## config.mk

```make
export PLATFORM = sky130hd
export DESIGN_NAME = rational_arithmetic_unit
export DESIGN_NICKNAME = d
export VERILOG_FILES = /design/src/rtl/core/rau_pkg.sv /design/src/rtl/core/rau_front.sv /design/src/rtl/core/rau_queue.sv /design/src/rtl/core/rau_back.sv /design/src/rtl/core/rational_arithmetic_unit.sv
export SDC_FILE = /design/constraint.sdc
export NUM_CORES = 2
export LEC_CHECK = 0
export BUFFER_PORTS_ARGS = -buffer_cell sky130_fd_sc_hd__buf_2
export CAP_MARGIN = 0
export CORE_MARGIN = 4
export CORE_UTILIZATION = 55
export CTS_BUF_LIST = sky130_fd_sc_hd__clkbuf_8 sky130_fd_sc_hd__clkbuf_16
export CTS_CLUSTER_DIAMETER = 30
export DETAILED_ROUTE_END_ITERATION = 6
export GPL_TIMING_DRIVEN = 0
export PLACE_DENSITY = 0.71
export SYNTH_ARGS = -nofsm -noshare
export SYNTH_HDL_FRONTEND = slang
export SYNTH_HIERARCHICAL = 1
export SYNTH_SLANG_ARGS = --single-unit
export TNS_END_PERCENT = 1
```

## constraint.sdc

```tcl
create_clock -name clock -period 10.4 [get_ports clock]
set_input_delay 2.08 -clock clock [delete_from_list [all_inputs] [get_ports clock]]
set_output_delay 2.08 -clock clock [all_outputs]
set_load 0.02 [all_outputs]
```

## src/rtl/core/rau_pkg.sv

```systemverilog
// Package for the rational arithmetic unit: operation codes, widths and shared types.
`default_nettype none
package rau_pkg;

   localparam int OperandWidthDefault = 16;
   localparam int NumOutWidth = 33;
   localparam int DenOutWidth = 32;
   localparam int QueueDepth = 2;

   typedef enum logic [1:0] {
      OP_ADD = 2'd0,
      OP_SUB = 2'd1,
      OP_MUL = 2'd2,
      OP_DIV = 2'd3
   } op_type;

   typedef enum logic [2:0] {
      BK_IDLE,
      BK_MUL,
      BK_SUM,
      BK_GCD,
      BK_DIVN,
      BK_DIVD,
      BK_DONE
   } back_state_type;

   typedef enum logic [1:0] {
      FR_IDLE,
      FR_MUL,
      FR_PUSH
   } front_state_type;

endpackage
`default_nettype wire

```

## src/rtl/core/rau_front.sv

```systemverilog
// Front part: takes an item, forms sign-magnitude products and pushes them to the queue.
`default_nettype none
module rau_front
   import rau_pkg::*;
#(
   parameter int OPERAND_WIDTH = OperandWidthDefault,
   localparam int MW = OPERAND_WIDTH + 1,
   localparam int PW = 2 * MW
) (
   input  wire logic                     clock,
   input  wire logic                     reset,
   input  wire logic                     start,
   output logic                          busy,
   input  wire logic [1:0]               req_type,
   input  wire logic [OPERAND_WIDTH-1:0] req_a_num,
   input  wire logic [OPERAND_WIDTH-1:0] req_a_den,
   input  wire logic [OPERAND_WIDTH-1:0] req_b_num,
   input  wire logic [OPERAND_WIDTH-1:0] req_b_den,
   output logic                          push,
   output logic [4*PW+3:0]               push_data,
   input  wire logic                     full
);

   front_state_type state_ff, state_in;
   logic [MW-1:0] an_ff, ad_ff, bn_ff, bd_ff;
   logic an_neg_ff, ad_neg_ff, bn_neg_ff, bd_neg_ff;
   logic [1:0] op_ff;
   logic [PW-1:0] p0_ff, p1_ff, p2_ff, p3_ff;
   logic [PW-1:0] p0_in, p1_in, p2_in, p3_in;
   logic s0_ff, s1_ff, s2_ff, s3_ff;
   logic s0_in, s1_in, s2_in, s3_in;
   logic [PW-1:0] ad_x_bd;

   function automatic logic [MW-1:0] mag_of(input logic [OPERAND_WIDTH-1:0] v);
      logic [MW-1:0] ext;
      begin
         ext = {v[OPERAND_WIDTH-1], v};
         mag_of = v[OPERAND_WIDTH-1] ? (~ext + 1'b1) : ext;
      end
   endfunction

   always_ff @(posedge clock) begin
      if (reset) begin
         state_ff <= FR_IDLE;
      end else begin
         state_ff <= state_in;
      end
   end

   always_comb begin
      state_in = state_ff;
      case (state_ff)
         FR_IDLE: if (start) state_in = FR_MUL;
         FR_MUL:  state_in = FR_PUSH;
         FR_PUSH: if (!full) state_in = FR_IDLE;
         default: state_in = FR_IDLE;
      endcase
   end

   always_comb begin
      busy = (state_ff != FR_IDLE);
      push = (state_ff == FR_PUSH) && !full;
   end

   // Operands are latched as sign and magnitude; the sign of b's numerator is inverted for subtract.
   always_ff @(posedge clock) begin
      if (state_ff == FR_IDLE && start) begin
         op_ff     <= req_type;
         an_ff     <= mag_of(req_a_num);
         ad_ff     <= mag_of(req_a_den);
         bn_ff     <= mag_of(req_b_num);
         bd_ff     <= mag_of(req_b_den);
         an_neg_ff <= req_a_num[OPERAND_WIDTH-1];
         ad_neg_ff <= req_a_den[OPERAND_WIDTH-1];
         bn_neg_ff <= req_b_num[OPERAND_WIDTH-1] ^ (req_type == OP_SUB);
         bd_neg_ff <= req_b_den[OPERAND_WIDTH-1];
      end
   end

   // p0/p1 are the two numerator terms (p1 is zero for multiply and divide),
   // p2 the denominator, p3 unused but kept zero.
   assign ad_x_bd = PW'(ad_ff) * PW'(bd_ff);
   always_comb begin
      p3_in = '0;
      s3_in = 1'b0;
      case (op_ff)
         OP_MUL: begin
            p0_in = PW'(an_ff) * PW'(bn_ff);  s0_in = an_neg_ff ^ bn_neg_ff;
            p1_in = '0;                       s1_in = 1'b0;
            p2_in = ad_x_bd;                  s2_in = ad_neg_ff ^ bd_neg_ff;
         end
         OP_DIV: begin
            p0_in = PW'(an_ff) * PW'(bd_ff);  s0_in = an_neg_ff ^ bd_neg_ff;
            p1_in = '0;                       s1_in = 1'b0;
            p2_in = PW'(ad_ff) * PW'(bn_ff);  s2_in = ad_neg_ff ^ (bn_neg_ff ^ (op_ff == OP_SUB));
         end
         default: begin
            p0_in = PW'(an_ff) * PW'(bd_ff);  s0_in = an_neg_ff ^ bd_neg_ff;
            p1_in = PW'(bn_ff) * PW'(ad_ff);  s1_in = bn_neg_ff ^ ad_neg_ff;
            p2_in = ad_x_bd;                  s2_in = ad_neg_ff ^ bd_neg_ff;
         end
      endcase
   end

   always_ff @(posedge clock) begin
      if (state_ff == FR_MUL) begin
         p0_ff <= p0_in; p1_ff <= p1_in; p2_ff <= p2_in; p3_ff <= p3_in;
         s0_ff <= s0_in; s1_ff <= s1_in; s2_ff <= s2_in; s3_ff <= s3_in;
      end
   end

   assign push_data = {s3_ff ^ s3_ff, s2_ff, s1_ff, s0_ff, p3_ff, p2_ff, p1_ff, p0_ff};

endmodule
`default_nettype wire

```

## src/rtl/core/rau_queue.sv

```systemverilog
// Short item queue between the front and back parts.
`default_nettype none
module rau_queue
   import rau_pkg::*;
#(
   parameter int DW = 8,
   parameter int DEPTH = QueueDepth
) (
   input  wire logic          clock,
   input  wire logic          reset,
   input  wire logic          push,
   input  wire logic [DW-1:0] push_data,
   output logic               full,
   input  wire logic          pop,
   output logic               empty,
   output logic [DW-1:0]      pop_data
);
   localparam int AW = (DEPTH > 1) ? $clog2(DEPTH) : 1;
   logic [DW-1:0] mem_ff [DEPTH];
   logic [AW-1:0] wp_ff, rp_ff;
   logic [AW:0]   cnt_ff;

   assign full     = (cnt_ff == (AW+1)'(DEPTH));
   assign empty    = (cnt_ff == '0);
   assign pop_data = mem_ff[rp_ff];

   always_ff @(posedge clock) begin
      if (push && !full) mem_ff[wp_ff] <= push_data;
   end

   always_ff @(posedge clock) begin
      if (reset) begin
         wp_ff <= '0; rp_ff <= '0; cnt_ff <= '0;
      end else begin
         if (push && !full)
            wp_ff <= (wp_ff == AW'(DEPTH-1)) ? '0 : wp_ff + 1'b1;
         if (pop && !empty)
            rp_ff <= (rp_ff == AW'(DEPTH-1)) ? '0 : rp_ff + 1'b1;
         cnt_ff <= cnt_ff + (AW+1)'(push && !full) - (AW+1)'(pop && !empty);
      end
   end

   a_count_step: assert property (@(posedge clock) disable iff (reset)
      (!push && !pop) |=> $stable(cnt_ff)) else $error("queue count drift");
   a_empty_pop: assert property (@(posedge clock) disable iff (reset)
      (empty && !push) |=> empty) else $error("queue popped when empty");
endmodule
`default_nettype wire

```

## src/rtl/core/rau_back.sv

```systemverilog
// Back part: sums the terms, finds the gcd and divides it out with one shared restoring divider.
`default_nettype none
module rau_back
   import rau_pkg::*;
#(
   parameter int OPERAND_WIDTH = OperandWidthDefault,
   localparam int MW = OPERAND_WIDTH + 1,
   localparam int PW = 2 * MW,
   localparam int VW = PW + 1,
   localparam int CW = $clog2(VW + 1)
) (
   input  wire logic                   clock,
   input  wire logic                   reset,
   input  wire logic                   empty,
   input  wire logic [4*PW+3:0]        pop_data,
   output logic                        pop,
   output logic                        rsp_valid,
   output logic signed [NumOutWidth-1:0] rsp_res_num,
   output logic [DenOutWidth-1:0]      rsp_res_den,
   output logic                        rsp_status
);

   back_state_type state_ff, state_in;
   logic [VW-1:0] num_ff, den_ff, x_ff, y_ff;
   logic num_neg_ff, den_neg_ff;
   logic [PW-1:0] t0_ff, t1_ff;
   logic s0_ff, s1_ff;
   // Restoring divider: quotient q, remainder r, dividend shifting out of d.
   logic [VW-1:0] dq_ff, dr_ff, dd_ff, dv_ff;
   logic [CW-1:0] dcnt_ff;
   logic          div_run_ff, div_start;
   logic [VW-1:0] div_a, div_b;
   logic [VW:0]   trial;
   logic [VW-1:0] r_shift;
   logic [VW-1:0] sum_mag;
   logic          sum_neg;
   logic [VW-1:0] nres;

   always_ff @(posedge clock) begin
      if (reset) state_ff <= BK_IDLE;
      else       state_ff <= state_in;
   end

   always_comb begin
      state_in = state_ff;
      case (state_ff)
         BK_IDLE: if (!empty) state_in = BK_MUL;
         BK_MUL:  state_in = BK_SUM;
         BK_SUM: begin
            if (den_ff == '0 || num_ff == '0) state_in = BK_DONE;
            else                              state_in = BK_GCD;
         end
         BK_GCD: if (!div_run_ff && y_ff == '0) state_in = BK_DIVN;
         BK_DIVN: if (!div_run_ff && dcnt_ff == '0 && !div_start) state_in = BK_DIVD;
         BK_DIVD: if (!div_run_ff && dcnt_ff == '0 && !div_start) state_in = BK_DONE;
         BK_DONE: state_in = BK_IDLE;
         default: state_in = BK_IDLE;
      endcase
   end

   always_comb begin
      pop = (state_ff == BK_IDLE) && !empty;
   end

   always_comb begin
      if (s0_ff == s1_ff) begin
         sum_mag = VW'(t0_ff) + VW'(t1_ff); sum_neg = s0_ff;
      end else if (t0_ff >= t1_ff) begin
         sum_mag = VW'(t0_ff - t1_ff);     sum_neg = s0_ff;
      end else begin
         sum_mag = VW'(t1_ff - t0_ff);     sum_neg = s1_ff;
      end
   end

   // A divide is launched for each GCD remainder step while y is nonzero, and once each
   // for numerator and denominator reduction.
   logic divn_go_ff, divd_go_ff;
   always_comb begin
      div_start = 1'b0; div_a = x_ff; div_b = y_ff;
      case (state_ff)
         BK_GCD: begin
            div_start = !div_run_ff && (y_ff != '0);
         end
         BK_DIVN: begin
            div_start = divn_go_ff; div_a = num_ff; div_b = x_ff;
         end
         BK_DIVD: begin
            div_start = divd_go_ff; div_a = den_ff; div_b = x_ff;
         end
         default: ;
      endcase
   end

   assign r_shift = {dr_ff[VW-2:0], dd_ff[VW-1]};
   assign trial   = {1'b0, r_shift} - {1'b0, dv_ff};

   always_ff @(posedge clock) begin
      if (reset) begin
         div_run_ff <= 1'b0; dcnt_ff <= '0;
      end else if (div_start) begin
         div_run_ff <= 1'b1; dcnt_ff <= CW'(VW);
      end else if (div_run_ff) begin
         dcnt_ff <= dcnt_ff - 1'b1;
         if (dcnt_ff == CW'(1)) div_run_ff <= 1'b0;
      end
   end

   always_ff @(posedge clock) begin
      if (div_start) begin
         dd_ff <= div_a; dv_ff <= div_b; dr_ff <= '0; dq_ff <= '0;
      end else if (div_run_ff) begin
         dd_ff <= {dd_ff[VW-2:0], 1'b0};
         if (!trial[VW]) begin
            dr_ff <= trial[VW-1:0]; dq_ff <= {dq_ff[VW-2:0], 1'b1};
         end else begin
            dr_ff <= r_shift;        dq_ff <= {dq_ff[VW-2:0], 1'b0};
         end
      end
   end

   always_ff @(posedge clock) begin
      if (reset) begin
         divn_go_ff <= 1'b0; divd_go_ff <= 1'b0;
      end else begin
         divn_go_ff <= (state_ff == BK_GCD) && (state_in == BK_DIVN);
         divd_go_ff <= (state_ff == BK_DIVN) && (state_in == BK_DIVD);
      end
   end

   // Datapath registers.
   always_ff @(posedge clock) begin
      case (state_ff)
         BK_IDLE: begin
            if (!empty) begin
               t0_ff <= pop_data[PW-1:0];
               t1_ff <= pop_data[2*PW-1:PW];
               den_ff <= VW'(pop_data[3*PW-1:2*PW]);
               s0_ff <= pop_data[4*PW];
               s1_ff <= pop_data[4*PW+1];
               den_neg_ff <= pop_data[4*PW+2];
            end
         end
         BK_MUL: begin
            num_ff <= sum_mag; num_neg_ff <= sum_neg;
            x_ff <= sum_mag;   y_ff <= den_ff;
         end
         BK_GCD: begin
            if (div_run_ff && dcnt_ff == CW'(1)) begin
               x_ff <= y_ff;
               y_ff <= (!trial[VW]) ? trial[VW-1:0] : r_shift;
            end
         end
         BK_DIVN: if (div_run_ff && dcnt_ff == CW'(1))
            num_ff <= {dq_ff[VW-2:0], !trial[VW]};
         BK_DIVD: if (div_run_ff && dcnt_ff == CW'(1))
            den_ff <= {dq_ff[VW-2:0], !trial[VW]};
         default: ;
      endcase
   end

   assign nres = (num_neg_ff ^ den_neg_ff) ? (~num_ff + 1'b1) : num_ff;

   always_ff @(posedge clock) begin
      if (reset) begin
         rsp_valid <= 1'b0;
      end else begin
         rsp_valid <= (state_ff == BK_DONE);
      end
   end

   always_ff @(posedge clock) begin
      if (state_ff == BK_DONE) begin
         if (den_ff == '0) begin
            rsp_res_num <= '0; rsp_res_den <= DenOutWidth'(1); rsp_status <= 1'b1;
         end else if (num_ff == '0) begin
            rsp_res_num <= '0; rsp_res_den <= DenOutWidth'(1); rsp_status <= 1'b0;
         end else begin
            rsp_res_num <= NumOutWidth'(nres);
            rsp_res_den <= DenOutWidth'(den_ff);
            rsp_status  <= 1'b0;
         end
      end
   end

   a_pop_idle: assert property (@(posedge clock) disable iff (reset)
      pop |-> state_ff == BK_IDLE) else $error("pop outside idle");
   a_div_one: assert property (@(posedge clock) disable iff (reset)
      div_start |-> !div_run_ff) else $error("divider restarted while running");
   a_valid_pulse: assert property (@(posedge clock) disable iff (reset)
      rsp_valid |=> !rsp_valid) else $error("result strobe held");
   a_div_nonzero: assert property (@(posedge clock) disable iff (reset)
      div_start |-> div_b != '0) else $error("divide by zero launched");
endmodule
`default_nettype wire

```

## src/rtl/core/rational_arithmetic_unit.sv

```systemverilog
// Top level of the rational arithmetic unit.
`default_nettype none
// Rational arithmetic unit. Raise start for one cycle with an operation
// (0 add, 1 subtract, 2 multiply, 3 divide) and two signed fractions; the item
// is taken at an edge where start is high and busy is low. The front part
// latches the item, registers its cross products and places it in a
// two-entry queue, after which busy falls and another item can be taken; busy
// stays high while the item waits on a full queue. The back part reduces one item at a time
// with a single shared restoring divider of 2*OPERAND_WIDTH+3 bits, one
// quotient bit a cycle: Euclid's algorithm runs one such division per
// remainder step, and two more divisions strip the greatest common divisor
// from numerator and denominator, so the time to a result grows with the
// number of remainder steps. Items with a zero numerator or denominator skip
// the divider. Each result appears for exactly one cycle with rsp_valid high
// and must be taken then: the receiver cannot stall the block. The
// denominator is always positive and a zero numerator gives 0/1; a zero
// denominator gives 0/1 with rsp_status set.
module rational_arithmetic_unit
   import rau_pkg::*;
#(
   parameter int OPERAND_WIDTH = OperandWidthDefault
) (
   input  wire logic                       clock,
   input  wire logic                       reset,
   input  wire logic                       start,
   output logic                            busy,
   input  wire logic [1:0]                 req_type,
   input  wire logic [OPERAND_WIDTH-1:0]   req_a_num,
   input  wire logic [OPERAND_WIDTH-1:0]   req_a_den,
   input  wire logic [OPERAND_WIDTH-1:0]   req_b_num,
   input  wire logic [OPERAND_WIDTH-1:0]   req_b_den,
   output logic                            rsp_valid,
   output logic signed [NumOutWidth-1:0]   rsp_res_num,
   output logic [DenOutWidth-1:0]          rsp_res_den,
   output logic                            rsp_status
);
   localparam int PW = 2 * (OPERAND_WIDTH + 1);
   localparam int DW = 4 * PW + 4;

   logic          push, full, pop, empty;
   logic [DW-1:0] push_data, pop_data;

   rau_front #(.OPERAND_WIDTH(OPERAND_WIDTH)) u_front (
      .clock, .reset, .start, .busy, .req_type,
      .req_a_num, .req_a_den, .req_b_num, .req_b_den,
      .push, .push_data, .full
   );

   rau_queue #(.DW(DW), .DEPTH(QueueDepth)) u_queue (
      .clock, .reset, .push, .push_data, .full, .pop, .empty, .pop_data
   );

   rau_back #(.OPERAND_WIDTH(OPERAND_WIDTH)) u_back (
      .clock, .reset, .empty, .pop_data, .pop,
      .rsp_valid, .rsp_res_num, .rsp_res_den, .rsp_status
   );
endmodule
`default_nettype wire

```

# After elaboration in Yosys (flattened, before gate mapping)
# Memory sizes are Yosys's and may differ from the RTL's. A register that Yosys moved wholly into a read port is not among the register bits.
# Cells that the tools add are included.
dict set report word_totals {
  inputBits 69
  ramBits 210
  reg_bits 614
  n_memories 1
  output_inout_bits 68
}
dict set report classes {
  n_reduce_logical 40
  muxes 49
  addsub 14
  order_cmp 1
  bitwise 14
  mul 4
  n_eq_ne 23
}
# memory depth width rd rd_ports_with_merged_regs write_ports line_no
set mem_list {}
lappend mem_list {u_queue.mem_ff 2 105 1 1 1 rau_queue.sv:19} ;# logic [DW-1:0] mem_ff [DEPTH];
# cell n
set ops {}
lappend ops {{$mux W35} 10}
lappend ops {{$pmux W35 S2} 5}
lappend ops {{$mul A17 B17 Y34} 4}
lappend ops {{$logic_not A35 Y1} 3}
lappend ops {{$sub A34 B34 Y35} 2}
lappend ops {{$add A17 B1 Y17 const B} 4}
lappend ops {{$mux W34} 2}
lappend ops {{$not A17 Y17} 4}
lappend ops {{$mux W15} 4}
lappend ops {{$sub A35 B35 Y36} 1}
lappend ops {{$add A34 B34 Y35} 1}
lappend ops {{$reduce_bool A35 Y1} 1}
lappend ops {{$ge A34 B34 Y1} 1}
lappend ops {{$add A33 B1 Y33 const B} 1}
lappend ops {{$mux W33} 1}
lappend ops {{$not A33 Y33} 1}
lappend ops {{$pmux W3 S6} 1}
lappend ops {{$eq A3 B3 Y1 const B} 5}
lappend ops {{$mux W1} 15}
lappend ops {{$mux W3} 5}
lappend ops {{$logic_and A1 B1 Y1} 12}
lappend ops {{$mux W6} 2}
lappend ops {{$ne A2 B2 Y1 const B} 5}
lappend ops {{$reduce_bool A2 Y1} 5}
lappend ops {{other kinds (24)} 50}

# Depth between registers and ports, before layout
dict set report logic_depth {
  depth_word 9
  depth_mapped 25
}

# Hierarchy
# Netlist, hierarchy kept.
# mod area_per_inst_um2 cells_per_inst n_inst
set by_module_without_submodules {}
lappend by_module_without_submodules {rau_front 46206.8 5106 1}
lappend by_module_without_submodules {rau_back 25863.6 2657 1}
lappend by_module_without_submodules {rau_queue 10751.6 463 1}

# Worst setup path after synthesis
# OpenSTA, ideal clock, no wires.
dict set report synth_path {
  path_type {reg-to-reg}
  start {register u_front.bd_ff[8]}
  end {register u_front.p2_ff[33] (data pin)}
  setup_slack_ps 4240
  setup_time_ps 267
  path_stages_with_launch 24
  t_arrival_ps 5893
  path_cell_list {edfxtp_1 -> clkbuf_1 -> clkbuf_1 -> nand2_1 -> fa_1 -> fa_1 -> inv_1 -> fa_1 -> fa_1 -> fa_1 -> inv_1 -> fa_1 -> inv_1 -> ha_1 -> buf_2 -> a21o_1 -> a21o_1 -> a21o_1 -> a221oi_1 -> o31a_1 -> o21ai_0 -> o41ai_2 -> mux2i_1 -> a21oi_1}
}
dict set report synth_via {
  elab_chain_len 2
}
# element line_no
set synth_lines {}
lappend synth_lines {{start: declaration} rau_front.sv:25} ;# logic [MW-1:0] an_ff, ad_ff, bn_ff, bd_ff;
lappend synth_lines {{start signal: assignment} rau_front.sv:72} ;# bd_ff <= mag_of(req_b_den);
lappend synth_lines {{$mul A17 B17 Y34} rau_front.sv:82} ;# assign ad_x_bd = PW'(ad_ff) * PW'(bd_ff);
lappend synth_lines {{$mux W34} rau_front.sv:86} ;# case (op_ff)
lappend synth_lines {{net u_front.p2_in[33]} rau_front.sv:29} ;# logic [PW-1:0] p0_in, p1_in, p2_in, p3_in;
lappend synth_lines {{end signal: assignment} rau_front.sv:107} ;# p0_ff <= p0_in; p1_ff <= p1_in; p2_ff <= p2_in; p3_ff <= p3_in;
lappend synth_lines {{end: declaration} rau_front.sv:28} ;# logic [PW-1:0] p0_ff, p1_ff, p2_ff, p3_ff;
# The timed path passes the listed nets, and every way through them passes these cells.
# A chain may end at the register's enable or synchronous reset.

# Final worst setup path
dict set report layout_path {
  start {register u_front.bn_ff[2]}
  end {register u_front.p0_ff[28] (data pin)}
}
dict set report layout_via {
  elab_chain_len 2
}
# element line_no
set layout_lines {}
lappend layout_lines {{start: declaration} rau_front.sv:25}
lappend layout_lines {{start signal: assignment} rau_front.sv:71} ;# bn_ff <= mag_of(req_b_num);
lappend layout_lines {{$mul A17 B17 Y34} rau_front.sv:88} ;# p0_in = PW'(an_ff) * PW'(bn_ff); s0_in = an_neg_ff ^ bn_neg_ff;
lappend layout_lines {{$mux W34} --}
lappend layout_lines {{net u_front.p0_in[28]} rau_front.sv:29}
lappend layout_lines {{end signal: assignment} rau_front.sv:107}
lappend layout_lines {{end: declaration} rau_front.sv:28}
# The timed path passes the listed nets, and every way through them passes these cells.

==> results_dict.tcl <==
set metrics [dict create \
    cts_resized 0 \
    cp_data_required_time_ns 10.87 \
    critPathArrivalTime_ns 8.74 \
    wl_per_cell_um 25.5 \
    fin_crit_ns 8.28 \
    worst_setup_path_end_kind "flip-flop" \
    grt_pass1_vias 63000 \
    htreeDepth 4 \
    area_delta_synth_final_pct 11.4 \
    tightest_slew_ns 1.33 \
    nets 9950 \
    coreArea_um2 144000 \
    dr.pass1.iters 6 \
    dp.cells 10100 \
    grt_overflow 0 \
    die_area_um2 152000 \
    drt_iter0_drc 6339 \
    chipWidth_um 389 \
    grt_usage 0.351 \
    start_kind "flip-flop" \
    run_status "complete, no violations" \
    crit_fanout 10 \
    antenna_found_initial 6 \
    finalSetupTns_ns 0 \
    drv_slew 0 \
    routed_wl_mm 266 \
    postSynthCellCount 8084 \
    drc 0 \
    grt_start_max_net_pins 72 \
    hold_violations 0 \
    portBuffers 135 \
    clk_pin_slew_ns 0.05 \
    final_cell_count_no_fill 10500 \
    root_buffer "clkbuf_16" \
    initial_core_util 0.555 \
    ios 137 \
    die_height_um 389 \
    rows 139 \
    finalCritPeriodShare 0.796 \
    place_area_um2 83400 \
    fin_area_um2 89100 \
    rsz0062_at_grt "no" \
    timing.fmax_mhz 121 \
    cts_tree "yes" \
    relSlewSlack 0.0924 \
    place_hpwl_mm 211 \
    ant_nets 0 \
    syn_area_per_cell_um2 9.89 \
    synth_area_um2 80000 \
    via_per_inst 5.90 \
    drv_cap 0 \
    cts.path.max_buffers 3 \
    cts_hold_buf 0 \
    clk_latency_ns 0.79 \
    post_cts_buffers 0 \
    cts.sinks 825 \
    yosys_warnings 6 \
    grt_pass1_wl_mm 395 \
    hold_path_class "reg2reg" \
    setup_viol 0 \
    drive_gt1_frac 0.0865 \
    gp_congestion 1.01 \
    skew_ns 0.0748 \
    cts-buffers-inserted 164 \
    num_vias 61600 \
    path_class "reg2reg" \
]
==> flip-flops by register name, indices dropped and copies added, names as in the netlist, 32 cells and up, named ones only <==
register            flops
u_back/t1_ff           34
u_back/dv_ff           35
u_back/y_ff            35
u_back/dd_ff           35
u_back/x_ff            35
u_back/num_ff          35
u_back/rsp_res_den     32
u_back/rsp_res_num     33
u_back/t0_ff           34
u_queue/mem_ff        210
u_back/dq_ff           34
u_front/p0_ff          34
u_back/den_ff          35
u_front/p2_ff          34
u_front/p1_ff          34
u_back/dr_ff           34
==> stage by stage <==
step,utilization,hold WS (ns),worst slack [ns]
2_1_floorplan,-,0.421,4.24
3_3_place_gp,0.577,0.422,2.38
3_5_place_dp,0.579,0.431,2.35
4_1_cts,0.618,0.403,2.39
5_1_grt,0.618,0.400,1.88
6_report,0.619,0.409,2.12
==> cell usage in the layout (no fill, tap or decap), drive strengths merged, types with 15 or more instances in the layout <==
| cell type | count |
|---|---|
| o211ai | 31 |
| dfxtp | 88 |
| or3 | 19 |
| xnor2 | 190 |
| fa | 900 |
| a311oi | 15 |
| bufinv | 15 |
| o41ai | 19 |
| nor3 | 84 |
| nand4 | 24 |
| xor2 | 67 |
| and2 | 555 |
| a21oi | 342 |
| a211oi | 34 |
| a31oi | 31 |
| nand3 | 61 |
| nor2b | 45 |
| ha | 578 |
| edfxtp | 737 |
| nand2 | 1106 |
| nor2 | 323 |
| o21ai | 337 |
| clkbuf | 495 |
| mux2i | 99 |
| nand2b | 48 |
| clkinv | 63 |
| a21o | 90 |
| nor4 | 41 |
| inv | 1339 |
| o21bai | 44 |
| o31ai | 44 |
| buf | 226 |
| mux2 | 184 |
| clkinvlp | 18 |
| and3 | 28 |
| o21a | 40 |
==> final timing paths <==
path,startpoint,endpoint,slack (ns),cells past startpoint
setup / recovery,u_front/bn_ff[2],u_front/p0_ff[28],2.12,21
hold / removal,u_front/p1_ff[32],u_queue/mem_ff[1][66],0.41,0
setup reg to reg,u_front/bn_ff[2],u_front/p0_ff[28],2.12,21
hold reg to reg,u_front/p1_ff[32],u_queue/mem_ff[1][66],0.41,0
==> final cells by class <==
cell class	count	area, µm²
Clock inverter	135	1490
Tap cell	1903	2380
Inverter	1300	4880
Timing Repair Buffer	150	1010
Fill cell	12000	54900
Multi-Input combinational cell	5558	49500
Sequential cell	825	23900
Antenna cell	9	22.5
Clock buffer	167	4150
Buffer	404	1730
==> critical path, cell delays in order (launching register included) <==
cell and delay [ns]:
edfxtp_1 0.73, clkbuf_1 0.71, nand2_1 0.18, fa_1 0.57, fa_1 0.58, fa_1 0.45, fa_1 0.56, inv_1 0.05
fa_1 0.47, inv_1 0.05, fa_1 0.47, inv_1 0.04, ha_1 0.32, a21oi_1 0.18, nor2b_1 0.07, o21a_1 0.21
a21oi_1 0.77, o21a_1 0.26, a21oi_1 0.21, o31a_1 0.43, xnor2_1 0.48, mux2i_1 0.21
==> layer usage <==
metal	global-route usage	part of all wire	vias to the layer above
li1	-	-	27000
met1	0.440	0.38	30400
met2	0.547	0.45	3395
met3	0.0786	0.096	866
met4	0.233	0.081	2
met5	0	0.000064	-
Power is left out: the tool's default activity adds up to more than one toggle a clock period on the data nets, which glitch-free logic cannot reach.
